<file path="config.mk">
export PLATFORM = sky130hd
export DESIGN_NAME = calendar_clock_counter_flat
export DESIGN_NICKNAME = d
export VERILOG_FILES = /design/src/ccc_pkg.sv /design/src/ccc_channels.sv /design/src/calendar_clock_counter.sv /design/src/flat_wrapper.sv
export SDC_FILE = /design/constraint.sdc
export NUM_CORES = 1
export LEC_CHECK = 0
export BUFFER_PORTS_ARGS = -buffer_cell sky130_fd_sc_hd__buf_2
export CORE_AREA = 2 2 130 132
export DETAILED_ROUTE_END_ITERATION = 12
export DIE_AREA = 0 0 132 134
export HOLD_SLACK_MARGIN = 0.15
export PLACE_DENSITY = 0.78
export SYNTH_ARGS = -nofsm -noshare
export SYNTH_HDL_FRONTEND = slang
export SYNTH_SLANG_ARGS = --single-unit
</file>
<file path="constraint.sdc">
create_clock -name clock -period 17.33 [get_ports clock]
set_input_delay 0.8665 -clock clock [delete_from_list [all_inputs] [get_ports clock]]
set_output_delay 0.8665 -clock clock [all_outputs]
set_load 0.1 [all_outputs]
</file>
<file path="src/ccc_pkg.sv">
// Package for the calendar clock counter: request and response payload types,
// configuration register indexes and the calendar helper functions.
// No dependencies.
package ccc_pkg;

   // Configuration register indexes
   localparam logic CSR_HOUR_24_MODE  = 1'b0;
   localparam logic CSR_COUNTING_MODE = 1'b1;

   // Request kinds
   localparam logic KIND_TICK = 1'b0;
   localparam logic KIND_LOAD = 1'b1;

   // Counter limits
   localparam logic [5:0]  SEC_MAX   = 6'd59;
   localparam logic [5:0]  MIN_MAX   = 6'd59;
   localparam logic [4:0]  HOUR_MAX  = 5'd23;
   localparam logic [4:0]  HOUR_NOON = 5'd12;
   localparam logic [3:0]  MONTH_MAX = 4'd12;
   localparam logic [13:0] YEAR_MAX  = 14'd9999;

   // Reset values
   localparam logic [4:0]  DAY_RESET   = 5'd1;
   localparam logic [3:0]  MONTH_RESET = 4'd1;
   localparam logic [13:0] YEAR_RESET  = 14'd2000;

   // Exact divisibility by 25: the inverse of 25 modulo 2^14, and the
   // largest product that a multiple of 25 can give
   localparam logic [13:0] INV_25     = 14'd7209;
   localparam logic [13:0] DIV_25_LIM = 14'd655;

   typedef struct packed {
      logic        kind;
      logic [4:0]  set_hour;
      logic [5:0]  set_minute;
      logic [5:0]  set_second;
      logic [4:0]  set_day;
      logic [3:0]  set_month;
      logic [13:0] set_year;
   } req_type;

   typedef struct packed {
      logic [4:0]  display_hour;
      logic [5:0]  minute_out;
      logic [5:0]  second_out;
      logic [4:0]  day_out;
      logic [3:0]  month_out;
      logic [13:0] year_out;
      logic        is_pm;
      logic        load_error;
   } rsp_type;

   // Gregorian leap year. Multiples of 100 are multiples of 4 and 25,
   // multiples of 400 are multiples of 16 and 25.
   function automatic logic leap_year(input logic [13:0] year);
      logic [13:0] prod;
      logic        div_25;
      begin
         prod   = year * INV_25;
         div_25 = (prod <= DIV_25_LIM);
         leap_year = (year[1:0] == 2'd0) && (!div_25 || (year[3:0] == 4'd0));
      end
   endfunction

   // Days in a month, zero for a month code that means nothing
   function automatic logic [4:0] month_length(input logic [3:0] month, input logic leap);
      begin
         unique case (month)
            4'd1, 4'd3, 4'd5, 4'd7, 4'd8, 4'd10, 4'd12: month_length = 5'd31;
            4'd4, 4'd6, 4'd9, 4'd11:                    month_length = 5'd30;
            4'd2:    month_length = leap ? 5'd29 : 5'd28;
            default: month_length = 5'd0;
         endcase
      end
   endfunction

endpackage

</file>
<file path="src/ccc_channels.sv">
// Valid/ready channel interfaces for the calendar clock counter.
// Depends on ccc_pkg for the payload types.
interface ccc_req_if;
   logic             valid;
   logic             ready;
   ccc_pkg::req_type data;

   modport source (output valid, output data, input ready);
   modport sink   (input valid, input data, output ready);
endinterface

interface ccc_rsp_if;
   logic             valid;
   logic             ready;
   ccc_pkg::rsp_type data;

   modport source (output valid, output data, input ready);
   modport sink   (input valid, input data, output ready);
endinterface

</file>
<file path="src/calendar_clock_counter.sv">
// Calendar clock counter top level: time and date registers, tick and load
// update, 12/24-hour display and the response register.
// Depends on ccc_pkg and the channel interfaces in ccc_channels.sv.
//
// Usage:
//   req_ch carries one request a cycle while rsp_ch does not stall: a
//   one-second tick (kind 0) or a load of a full date and time (kind 1).
//   Every request gives exactly one response on rsp_ch with the date and
//   time after the request, the PM flag and, for a rejected load, load_error.
//   The state and the response register are both written at the edge that
//   accepts the request. Throughput is one request per cycle while the
//   receiver takes each response, set by the single pass of carry and
//   date-check logic between the state registers.
//   If the receiver stalls, the response register holds its value and
//   req_ch.ready falls until the response is taken; a request is accepted in
//   the same cycle that the waiting response leaves.
//   csr_we writes hour_24_mode (index 0) or counting_mode (index 1) from bit
//   0 of csr_wdata; write them only while the block is idle.
//   Synchronous reset gives 00:00:00, 1 January 2000, 24-hour display,
//   counting off and no response pending.
module calendar_clock_counter (
   input  logic           clock,
   input  logic           reset,
   input  logic           csr_we,
   input  logic           csr_index,
   input  logic           csr_wdata,
   ccc_req_if.sink        req_ch,
   ccc_rsp_if.source      rsp_ch
);

   // Configuration
   logic hour_24_ff, hour_24_in;
   logic counting_ff, counting_in;

   // Time and date state
   logic [5:0]  sec_ff,   sec_in;
   logic [5:0]  min_ff,   min_in;
   logic [4:0]  hour_ff,  hour_in;
   logic [4:0]  day_ff,   day_in;
   logic [3:0]  month_ff, month_in;
   logic [13:0] year_ff,  year_in;

   // Response register
   logic             rsp_valid_ff, rsp_valid_in;
   ccc_pkg::rsp_type rsp_ff, rsp_in;

   logic            req_fire;
   logic [4:0]      cur_len;
   logic [4:0]      set_len;
   logic            load_ok;
   logic            load_err;
   logic [4:0]      shown_hour;
   ccc_pkg::req_type rq;

   assign rq            = req_ch.data;
   assign req_ch.ready  = !rsp_valid_ff || rsp_ch.ready;
   assign req_fire      = req_ch.valid && req_ch.ready;
   assign rsp_ch.valid  = rsp_valid_ff;
   assign rsp_ch.data   = rsp_ff;

   // Configuration writes
   always_comb begin
      hour_24_in  = hour_24_ff;
      counting_in = counting_ff;
      if (csr_we) begin
         unique case (csr_index)
            ccc_pkg::CSR_HOUR_24_MODE:  hour_24_in  = csr_wdata;
            ccc_pkg::CSR_COUNTING_MODE: counting_in = csr_wdata;
            default: ;
         endcase
      end
   end

   // Month lengths for the stored date and the loaded date
   assign cur_len = ccc_pkg::month_length(month_ff, ccc_pkg::leap_year(year_ff));
   assign set_len = ccc_pkg::month_length(rq.set_month, ccc_pkg::leap_year(rq.set_year));

   // Load check: every field in range and the day inside its month
   assign load_ok = (rq.set_hour <= ccc_pkg::HOUR_MAX) && (rq.set_minute <= ccc_pkg::MIN_MAX)
                 && (rq.set_second <= ccc_pkg::SEC_MAX)
                 && (rq.set_year != 14'd0) && (rq.set_year <= ccc_pkg::YEAR_MAX)
                 && (rq.set_day != 5'd0) && (rq.set_day <= set_len);
   assign load_err = (rq.kind == ccc_pkg::KIND_LOAD) && !load_ok;

   // Next state: carry chain for a tick while counting is on, whole replacement for a good load
   always_comb begin
      sec_in   = sec_ff;
      min_in   = min_ff;
      hour_in  = hour_ff;
      day_in   = day_ff;
      month_in = month_ff;
      year_in  = year_ff;
      if (req_fire) begin
         if (rq.kind == ccc_pkg::KIND_LOAD) begin
            if (load_ok) begin
               sec_in   = rq.set_second;
               min_in   = rq.set_minute;
               hour_in  = rq.set_hour;
               day_in   = rq.set_day;
               month_in = rq.set_month;
               year_in  = rq.set_year;
            end
         end else if (counting_ff) begin
            if (sec_ff < ccc_pkg::SEC_MAX) begin
               sec_in = sec_ff + 6'd1;
            end else begin
               sec_in = 6'd0;
               if (min_ff < ccc_pkg::MIN_MAX) begin
                  min_in = min_ff + 6'd1;
               end else begin
                  min_in = 6'd0;
                  if (hour_ff < ccc_pkg::HOUR_MAX) begin
                     hour_in = hour_ff + 5'd1;
                  end else begin
                     hour_in = 5'd0;
                     if (day_ff < cur_len) begin
                        day_in = day_ff + 5'd1;
                     end else begin
                        day_in = 5'd1;
                        if (month_ff < ccc_pkg::MONTH_MAX) begin
                           month_in = month_ff + 4'd1;
                        end else begin
                           month_in = 4'd1;
                           year_in  = (year_ff >= ccc_pkg::YEAR_MAX) ? 14'd1
                                                                     : year_ff + 14'd1;
                        end
                     end
                  end
               end
            end
         end
      end
   end

   // Hour as shown: 12-hour mode maps 0 to 12 and 13-23 to 1-11
   always_comb begin
      shown_hour = hour_in;
      if (!hour_24_ff) begin
         if (hour_in > ccc_pkg::HOUR_NOON) begin
            shown_hour = hour_in - ccc_pkg::HOUR_NOON;
         end else if (hour_in == 5'd0) begin
            shown_hour = ccc_pkg::HOUR_NOON;
         end
      end
   end

   // Response from the updated state
   always_comb begin
      rsp_in.display_hour = shown_hour;
      rsp_in.minute_out   = min_in;
      rsp_in.second_out   = sec_in;
      rsp_in.day_out      = day_in;
      rsp_in.month_out    = month_in;
      rsp_in.year_out     = year_in;
      rsp_in.is_pm        = (hour_in >= ccc_pkg::HOUR_NOON);
      rsp_in.load_error   = load_err;
      rsp_valid_in        = rsp_valid_ff;
      if (req_fire) begin
         rsp_valid_in = 1'b1;
      end else if (rsp_ch.ready) begin
         rsp_valid_in = 1'b0;
      end
   end

   // Control and state registers
   always_ff @(posedge clock) begin
      if (reset) begin
         hour_24_ff   <= 1'b1;
         counting_ff  <= 1'b0;
         sec_ff       <= 6'd0;
         min_ff       <= 6'd0;
         hour_ff      <= 5'd0;
         day_ff       <= ccc_pkg::DAY_RESET;
         month_ff     <= ccc_pkg::MONTH_RESET;
         year_ff      <= ccc_pkg::YEAR_RESET;
         rsp_valid_ff <= 1'b0;
      end else begin
         hour_24_ff   <= hour_24_in;
         counting_ff  <= counting_in;
         sec_ff       <= sec_in;
         min_ff       <= min_in;
         hour_ff      <= hour_in;
         day_ff       <= day_in;
         month_ff     <= month_in;
         year_ff      <= year_in;
         rsp_valid_ff <= rsp_valid_in;
      end
   end

   // Response payload, loaded with each accepted request
   always_ff @(posedge clock) begin
      if (req_fire) begin
         rsp_ff <= rsp_in;
      end
   end

   // Stored date and time always lie in range
   a_state_range: assert property (@(posedge clock) disable iff (reset)
      (sec_ff <= ccc_pkg::SEC_MAX) && (min_ff <= ccc_pkg::MIN_MAX)
      && (hour_ff <= ccc_pkg::HOUR_MAX) && (day_ff != 5'd0) && (day_ff <= cur_len)
      && (year_ff != 14'd0) && (year_ff <= ccc_pkg::YEAR_MAX))
      else $error("calendar state out of range");

   // A rejected load leaves the state as it was
   a_reject_keeps: assert property (@(posedge clock) disable iff (reset)
      (req_fire && load_err) |=> ($stable(sec_ff) && $stable(min_ff) && $stable(hour_ff)
      && $stable(day_ff) && $stable(month_ff) && $stable(year_ff)))
      else $error("rejected load changed the state");

   // Every accepted request leaves a response pending, its seconds and year matching the new state
   a_rsp_follows: assert property (@(posedge clock) disable iff (reset)
      req_fire |=> (rsp_valid_ff && (rsp_ff.second_out == sec_ff)
      && (rsp_ff.year_out == year_ff)))
      else $error("response does not follow request");

   // A tick while counting is off leaves the seconds and the day as they were
   a_idle_tick: assert property (@(posedge clock) disable iff (reset)
      (req_fire && (rq.kind == ccc_pkg::KIND_TICK) && !counting_ff)
      |=> ($stable(sec_ff) && $stable(day_ff)))
      else $error("tick moved the clock with counting off");

endmodule
</file>
<file path="src/flat_wrapper.sv">
// flat-port wrapper written by rule: the top's interface ports become plain ports
module calendar_clock_counter_flat 
  (clock, reset, csr_we, csr_index, csr_wdata, req_ch_valid, req_ch_data, req_ch_ready, rsp_ch_valid, rsp_ch_data, rsp_ch_ready);
  ccc_req_if req_ch_i ();
  ccc_rsp_if rsp_ch_i ();
  input  logic clock;
  input  logic reset;
  input  logic csr_we;
  input  logic csr_index;
  input  logic csr_wdata;
  input wire logic [$bits(req_ch_i.valid)-1:0] req_ch_valid;
  input wire logic [$bits(req_ch_i.data)-1:0] req_ch_data;
  output wire logic [$bits(req_ch_i.ready)-1:0] req_ch_ready;
  output wire logic [$bits(rsp_ch_i.valid)-1:0] rsp_ch_valid;
  output wire logic [$bits(rsp_ch_i.data)-1:0] rsp_ch_data;
  input wire logic [$bits(rsp_ch_i.ready)-1:0] rsp_ch_ready;
  assign req_ch_i.valid = req_ch_valid;
  assign req_ch_i.data = req_ch_data;
  assign req_ch_ready = req_ch_i.ready;
  assign rsp_ch_valid = rsp_ch_i.valid;
  assign rsp_ch_data = rsp_ch_i.data;
  assign rsp_ch_i.ready = rsp_ch_ready;
  calendar_clock_counter u_core (.clock(clock), .reset(reset), .csr_we(csr_we), .csr_index(csr_index), .csr_wdata(csr_wdata), .req_ch(req_ch_i), .rsp_ch(rsp_ch_i));
endmodule
</file>
-- Yosys cells after proc, flatten, opt, wreduce, memory -nomap -nowiden
Cells that the tools add are included.
W data, S select, Z words.
- add/sub/neg operators: 7
- $mul: 2
- magnitude comparators: 15
- eq/ne operators: 24
- muxes and demuxes: 54
- bitwise logic cells: 1
- reductions and logical operators: 31
- operators by type and width (kind ; count):
    $mux W14 ; 10
    $mux W5 ; 18
    $mux W6 ; 11
    $eq A4 B4 Y1 const B ; 10
    $mux W4 ; 9
    $eq A4 B3 Y1 const B ; 8
    $pmux W5 S3 ; 2
    $le A14 B10 Y1 const B ; 2
    $mul A14 B13 Y14 const B ; 2
    $eq A4 B2 Y1 const B ; 4
    $add A14 B1 Y14 const B ; 1
    $ge A14 B14 Y1 const B ; 1
    $le A14 B14 Y1 const B ; 1
    $reduce_bool A14 Y1 ; 1
    $reduce_or A7 Y1 ; 2
    $add A6 B1 Y6 const B ; 2
    $le A6 B6 Y1 const B ; 2
    $lt A6 B6 Y1 const B ; 2
    $add A5 B1 Y5 const B ; 2
    $logic_and A1 B1 Y1 ; 10
    $eq A4 B1 Y1 const B ; 2
    $logic_not A4 Y1 ; 2
    $reduce_or A4 Y1 ; 2
    $ge A5 B4 Y1 const B ; 1
    other kinds (17) ; 27
- bits in registers: 85
- input port bits: 48
- output and inout bits: 44

-- Depth between registers and ports, before layout
Gate-level depths: netlist (run 1).
- word-level depth: 16
- gate-level depth with buffers: 29
- gate-level depth less buffers: 29

-- Worst setup path before layout (run 1)
OpenSTA, ideal clock, no wires.
- path kind: input to register
- from: input req_ch_data[0]
- to: register u_core.rsp_ff (netlist bit u_core.rsp_ch.data[40]) (data pin)
- library setup time: 0.276 ns
- arrival time: 6.163 ns
- required time: 17.054 ns
- path slack: 10.892 ns
- stages on the path: 25
- buffers on the path: 0
- cells stage by stage: fa_1 -> ha_1 -> ha_1 -> inv_1 -> fa_1 -> fa_1 -> inv_1 -> ha_1 -> a21oi_1 -> o21ai_0 -> xnor2_1 -> o311ai_0 -> a21oi_1 -> ha_1 -> and4_1 -> nand2_1 -> o221a_2 -> nor3_2 -> o311ai_1 -> inv_1 -> ha_1 -> inv_1 -> nor4b_2 -> o22a_1 -> a21oi_1
- RTL lines (element ; line ; RTL):
    start: declaration ; flat_wrapper.sv:12 ; input wire logic [$bits(req_ch_i.data)-1:0] req_ch_data;
    end signal: assignment ; calendar_clock_counter.sv:193 ; rsp_ff <= rsp_in;
    end: declaration ; calendar_clock_counter.sv:45 ; ccc_pkg::rsp_type rsp_ff, rsp_in;

==> results of run 1 <==
==> metal layers <==
layer  share of wire, %  global-route usage [%]
met5                  0                       0
met4                2.3                   9.662
met3                7.5                   3.930
met2                 45                   37.76
met1                 45                   32.60
==> cells in the mapped netlist, drive strengths merged, types with 4 or more instances <==
cell,instances
inv,104
nand2b,6
nor4,9
a211o,4
or4,10
and2,25
o31ai,4
mux2,4
and3,8
xor2,5
a221oi,4
o21ai,35
o2111ai,5
xnor2,26
nand2,59
clkbuf,26
o22ai,17
o21a,6
nand3b,4
buf,10
dfxtp,43
nand4,16
ha,98
nand3,28
nor2b,6
a21o,7
nor2,37
a31oi,17
edfxtp,42
fa,22
o211ai,12
or2,4
a211oi,5
a22oi,17
mux2i,4
nor3,16
o311ai,5
a22o,16
o22a,4
a21oi,38
==> power groups by stage <==
stage               registers (mW)  clock network (mW)  logic [mW]
finish                       0.243               0.185       0.328
floorplan                    0.302                   0       0.202
detailed placement           0.247                   0       0.325
global route                 0.245               0.193       0.365
global placement             0.247                   0       0.317
CTS                          0.242               0.186       0.327
==> cells by family after synthesis <==
| group | after synthesis | share of synthesized area (%) |
|---|---|---|
| simple gates | 237 | 16.49 |
| compound gates | 235 | 22.16 |
| buf+inv | 140 | 7.124 |
| fa+ha+maj | 120 | 21.76 |
| flops | 85 | 27.71 |
| xor+xnor | 31 | 3.546 |
| mux | 8 | 1.209 |
==> final cells by class <==
| class | count | share of cell area (%) |
|---|---|---|
| flip-flops and latches | 85 | 24.76 |
| diodes | 1 | 0.02920 |
| multi-input cells | 631 | 58.22 |
| well taps | 220 | 3.212 |
| clock buffers | 10 | 2.672 |
| inverters | 104 | 4.555 |
| repair buffers | 99 | 6.015 |
| clock inverters | 6 | 0.5401 |
==> metrics by stage <==
stage / hold slack (ns) / cells / power (mW) / utilization (%) / worst slack, ns
6_report: 0.5845 / 1156 / 0.7559 / 52.62 / 10.49
5_1_grt: 0.6414 / 1155 / 0.8030 / 52.60 / 9.931
4_1_cts: 0.5835 / 1155 / 0.7561 / 52.60 / 10.50
3_5_place_dp: 0.5682 / 1139 / 0.5720 / 50.91 / 10.15
3_3_place_gp: 0.5546 / 1139 / 0.5640 / 50.91 / 10.26
2_1_floorplan: 0.5429 / 856 / 0.5047 / - / 10.89
==> final timing paths <==
kind	startpoint	endpoint	slack [ns]
setup / recovery	req_ch_data[2]	u_core.rsp_ch.data[39]	10.49
hold / removal	u_core.rsp_ch.valid	u_core.rsp_ch.valid	0.58
setup reg to reg	u_core.year_ff[2]	u_core.rsp_ch.data[2]	11.73
hold reg to reg	u_core.rsp_ch.valid	u_core.rsp_ch.valid	0.58
==> worst max-delay path, delay by kind of cell <==
family,cells,cell delay (ns)
xor+xnor,1,0.14
fa+ha+maj,8,2.92
buf+inv,5,0.56
compound gates,8,2.06
simple gates,4,0.41
==> cells in the final DEF, fill, tap and decap left out, types with 9 or more instances in the layout <==
cell type	netlist	layout
edfxtp_1	42	42
inv_1	104	103
or4_1	10	10
o211ai_1	12	12
nor2_1	36	36
nor3_1	14	14
clkbuf_16	0	9
a22oi_1	17	17
and2_1	24	24
buf_2	7	91
a21oi_1	38	38
dfxtp_1	43	43
ha_1	98	98
nand3_1	27	27
a22o_1	16	16
a31oi_1	17	17
o21ai_0	32	32
nand2_1	59	59
o22ai_1	17	17
fa_1	22	22
nand4_1	15	15
xnor2_1	26	26
==> flip-flops by register name, indices dropped and copies added (netlist names) <==
register             count
u_core.min_ff            6
u_core.hour_ff           5
u_core.rsp_ch.data      42
u_core.day_ff            5
u_core.sec_ff            6
u_core.rsp_ch.valid      1
u_core.hour_24_ff        1
u_core.month_ff          4
u_core.counting_ff       1
u_core.year_ff          14
==> metrics, run 1 <==
cell area after layout 8571 um2; register area share after synthesis 27.71%; first-iteration detailed-routing DRC count 836; via count 7,034; max-slew violation count 0; internal power 0.4441 mW; root buf cell clkbuf_16; initial core utilization 47.01%; crit end category flop; library cells used by synthesis 83; post-route antenna net violation count 0; sequential standard cell area 2122 um2; layout cells sized above 1 15.08%; gpl congestion 0.8978; Mean Syn Cell Area 8.945 um2; Highest Clock Rate 146.1 MHz; crit-path most repeated cell ha_1; largest stage delay on the critical path 0.56 ns; skew final 0.007282 ns; top cells by area, synth edfxtp_1 (16%), ha_1 (16%), dfxtp_1 (11%); Hold Fails Final Rpt 0; row count 47; EDFF count, synth 42; Comb pwr share 43.5%; top cell type's share of synthesized area 16.47%; fillcell total 1,489; worst rel slew slack 39.15%; yosys warns 0; Crit Path Class in -> reg; Synthesized Nets 1,024; Clock power frac 24.4%; DR pass1 iterations 7; cell leakage power 3.785 nW; hold-fix buffers at CTS 0; Synth area leader edfxtp_1; crit-path max FO 7; outcome finished, final reports clean; CTS Buffer Depth 2; Net Sw Frac 41.25%; pwr/cell area 88.20 nW/um2; total global routing track utilization 23.86%; crit share post-route 39.50%; HP Class reg -> reg; global route total overflow 0; TritonCTS clock tree done; # clock sinks 85; Post-CTS Setup Bufs 0; RSZ-0062 raised after global routing no; multi-input logic area 4990 um2; Die Y 134 um; H-Tree Depth 3; Die X-Extent 132 um; clk_lat worst skew 0.36 ns; detailed placer's ending HPWL 15,080 um; I/O pins 92; Startpoint Class input port; switching power total 0.3118 mW; Synth Instances 856; Worst Path Arrival 6.95 ns; TritonCTS Buffers 9; fin nets 1,098; Tightest Pin Transition 0.9106 ns; Area Growth Syn to Fin 11.93%; Max Cap Viol 0; main flop type after synthesis dfxtp_1; Post-synth ARST share 0%; PortBufs 91; Post-route DRC 0; Critical Path RT 17.43 ns; Synth Register Bits 85; total wire length 20,870 um; power share of the sequential group 32.1%; Setup-failing EPs final 0; Post-DP Area 8293 um2; Core Box Area 16,290 um2; first-pass GRT wire length 33,820 um; initial antenna violation count 0; Tmin final 6.845 ns; Max VDD drop 0.00006376 V; setup TNS 0 ns; vias in the first global route 6,699; Worst Hold Depth 2; WL per Instance 18.05 um; clk slew on worst S/H paths 0.07 ns; largest net degree at the start of global routing 48; Worst R2R Path Depth 17; post-CTS resize count 0; CP max stage cell o311ai_1; drt via density 6.085; die area 17,690 um2; synthesized area 7657 um2
Note: power is estimated with default switching activity, not from simulation.
==> run 2: changes to the inputs <==
--- a/config.mk
+++ b/config.mk
@@ -10,7 +10,7 @@
 export DETAILED_ROUTE_END_ITERATION = 12
 export DIE_AREA = 0 0 132 134
 export HOLD_SLACK_MARGIN = 0.15
-export PLACE_DENSITY = 0.78
+export PLACE_DENSITY = 0.8
 export SYNTH_ARGS = -nofsm -noshare
 export SYNTH_HDL_FRONTEND = slang
 export SYNTH_SLANG_ARGS = --single-unit
==> constraint.sdc (replaced) <==
create_clock -name clock -period 5.65 [get_ports clock]
set_input_delay 0.2825 -clock clock [delete_from_list [all_inputs] [get_ports clock]]
set_output_delay 0.2825 -clock clock [all_outputs]
set_load 0.1 [all_outputs]
==> metrics, run 2 (synthesis gave the netlist of run 1 again) <==
total wire length 21,790 um (was 20,870 um); outcome finished, final reports clean (unchanged); WL per Instance 18.20 um (was 18.05 um); Worst Path Arrival 5.51 ns (was 6.95 ns); initial antenna violation count 0 (unchanged); post-route antenna net violation count 0 (unchanged); max-slew violation count 0 (unchanged); Max Cap Viol 0 (unchanged); RR Startpoint u_core.year_ff[0] (was u_core.year_ff[2]); pre-CTS setup slack -0.3069 ns (was 10.15 ns); layout cells sized above 1 20.98% (was 15.08%); Placed Cells incl. Taps 1,177 (was 1,139); FF-to-FF End u_core.rsp_ch.data[13] (was u_core.rsp_ch.data[2]); detailed placer's ending HPWL 15,950 um (was 15,080 um); clk slew on worst S/H paths 0.07 ns (about the same); pwr/cell area 276.6 nW/um2 (was 88.20 nW/um2); diode count 0 (was 1); # clock sinks 85 (unchanged); HP Class in -> reg (was reg -> reg); Area Growth Syn to Fin 18.97% (was 11.93%); crit end category flop (unchanged); root buf cell clkbuf_16 (unchanged); drt via density 6.089 (was 6.085); vias in the first global route 6,786 (was 6,699); Die X-Extent 132 um (unchanged); Core Box Area 16,290 um2 (unchanged); Max VDD drop 0.0001795 V (was 0.00006376 V); Post-route DRC 0 (unchanged); crit-path max FO 6 (was 7); via count 7,289 (was 7,034); worst-case hold slack 0.1568 ns (was 0.5845 ns); count of non-filler cells in the finished layout 1,197 (was 1,156); hold-fix buffers at CTS 0 (unchanged); TritonCTS clock tree done (unchanged); largest stage delay on the critical path 0.55 ns (was 0.56 ns); first-pass GRT wire length 34,940 um (was 33,820 um); PortBufs 91 (unchanged); DR pass1 iterations 6 (was 7); Final Util 55.93% (was 52.62%); Crit Path Class in -> reg (unchanged); worst rel slew slack 39.86% (was 39.15%); Highest Clock Rate 184.8 MHz; clk_lat worst skew 0.35 ns (was 0.36 ns); Hold Fails Final Rpt 0 (unchanged); Worst Hold End u_core.hour_24_ff (was u_core.rsp_ch.valid); internal power 1.521 mW (was 0.4441 mW); skew final 0.01159 ns (was 0.007282 ns); largest net degree at the start of global routing 47 (was 48); total global routing track utilization 24.53% (was 23.86%); Largest register FFs 42 (unchanged); CTS Buffer Depth 2 (unchanged); initial core utilization 47.01% (unchanged); cell leakage power 4.053 nW (was 3.785 nW); reg-to-reg slack, setup 0.39 ns (was 11.73 ns); Worst R2R Path Depth 17 (unchanged); CP max stage cell fa_1 (was o311ai_1); crit share post-route 95.78%; die area 17,690 um2 (unchanged); Worst Hold Depth 3 (was 2); PnR worst setup slack 0.2383 ns (was 10.49 ns); global route total overflow 0 (unchanged); Die Y 134 um (unchanged); row count 47 (unchanged); crit-path most repeated cell ha_1 (unchanged); power share of the sequential group 29.3% (was 32.1%); Startpoint Class input port (unchanged); Clock power frac 26.1% (was 24.4%); Hold Startpoint csr_wdata (was u_core.rsp_ch.valid); fin nets 1,140 (was 1,098); switching power total 0.9992 mW (was 0.3118 mW); Critical Path RT 5.75 ns (was 17.43 ns); first-iteration detailed-routing DRC count 1,000 (was 836); Tightest Pin Transition 0.9021 ns (was 0.9106 ns); H-Tree Depth 3 (unchanged); most frequent cells in the layout inv_1 (100), ha_1 (95), buf_2 (91) (was inv_1 (103), ha_1 (98), buf_2 (91)); TritonCTS Buffers 9 (unchanged); gpl congestion 0.9707 (was 0.8978); leading cell type in the layout, fill and taps excluded inv_1 (unchanged); Setup-failing EPs final 0 (unchanged); I/O pins 92 (unchanged); Tmin final 5.412 ns; Net Sw Frac 39.65% (was 41.25%); Comb pwr share 44.6% (was 43.5%)
run 2: routing by layer:
metal / global-route usage [%] / share of wire (%) / wire length, um / up-vias
met1: 34.99 / 43 / 9448 / 3423
met3: 3.628 / 9.2 / 2010 / 42
met2: 38.51 / 45 / 9827 / 425
met4: 7.609 / 2.3 / 500 / 0
met5: 0 / 0 / 0 / -
li1: - / - / - / 3399
run 2: area by class of cell:
cell class,instances,area (um2)
multi-input combinational,631,5134
timing repair buffer,141,863.3
tap,220,275.3
sequential,85,2122
clock inverter,6,96.34
inverter,104,390.4
fill,1448,7179
clock buffer,10,229.0
run 2: worst max-delay path: cells and delay by family:
family                     cells  cell delay (ns)
and+or+nand+nor                4             0.84
xor gates and xnor gates       1             0.16
AOI/OAI and AO/OA             11             1.73
buffers and inverters          5             0.40
adders and majority gates      7             2.11
run 2: power by group through the flow:
| stage | Clock, mW | Combinational, mW | Sequential, mW |
|---|---|---|---|
| global placement | 0 | 1.05 | 0.749 |
| floorplan | 0 | 0.633 | 0.928 |
| detailed placement | 0 | 1.08 | 0.749 |
| global route | 0.687 | 1.24 | 0.743 |
| CTS | 0.660 | 1.09 | 0.736 |
| finish | 0.657 | 1.13 | 0.738 |
run 2: worst max path at each step:
| stage | startpoint | end | cells after the start |
|---|---|---|---|
| after floorplan | req_ch_data[0] | u_core.rsp_ch.data[40] | 25 |
| after detailed placement | req_ch_data[0] | u_core.rsp_ch.data[40] | 24 |
| final | req_ch_data[4] | u_core.rsp_ch.data[40] | 28 |
| after global placement | req_ch_data[0] | u_core.rsp_ch.data[39] | 26 |
| after global routing | req_ch_data[2] | u_core.rsp_ch.data[40] | 31 |
| after CTS | req_ch_data[0] | u_core.rsp_ch.data[40] | 24 |
run 2: timing repair:
| action | 4_1_cts | 5_1_grt |
|---|---|---|
| setup endpoints to repair | 0 | 25 |
| setup buffers | 0 | 4 |
| gates resized for setup | 0 | 23 |
run 2: per-stage QoR:
| step | TNS [ns] | total power [mW] | cell area, um2 |
|---|---|---|---|
| 2_1_floorplan | 0 | 1.561 | 7721 |
| 3_3_place_gp | -0.2988 | 1.797 | 8667 |
| 3_5_place_dp | -1.802 | 1.827 | 8667 |
| 4_1_cts | 0 | 2.482 | 8992 |
| 5_1_grt | -0.1575 | 2.667 | 9110 |
| 6_report | 0 | 2.520 | 9110 |
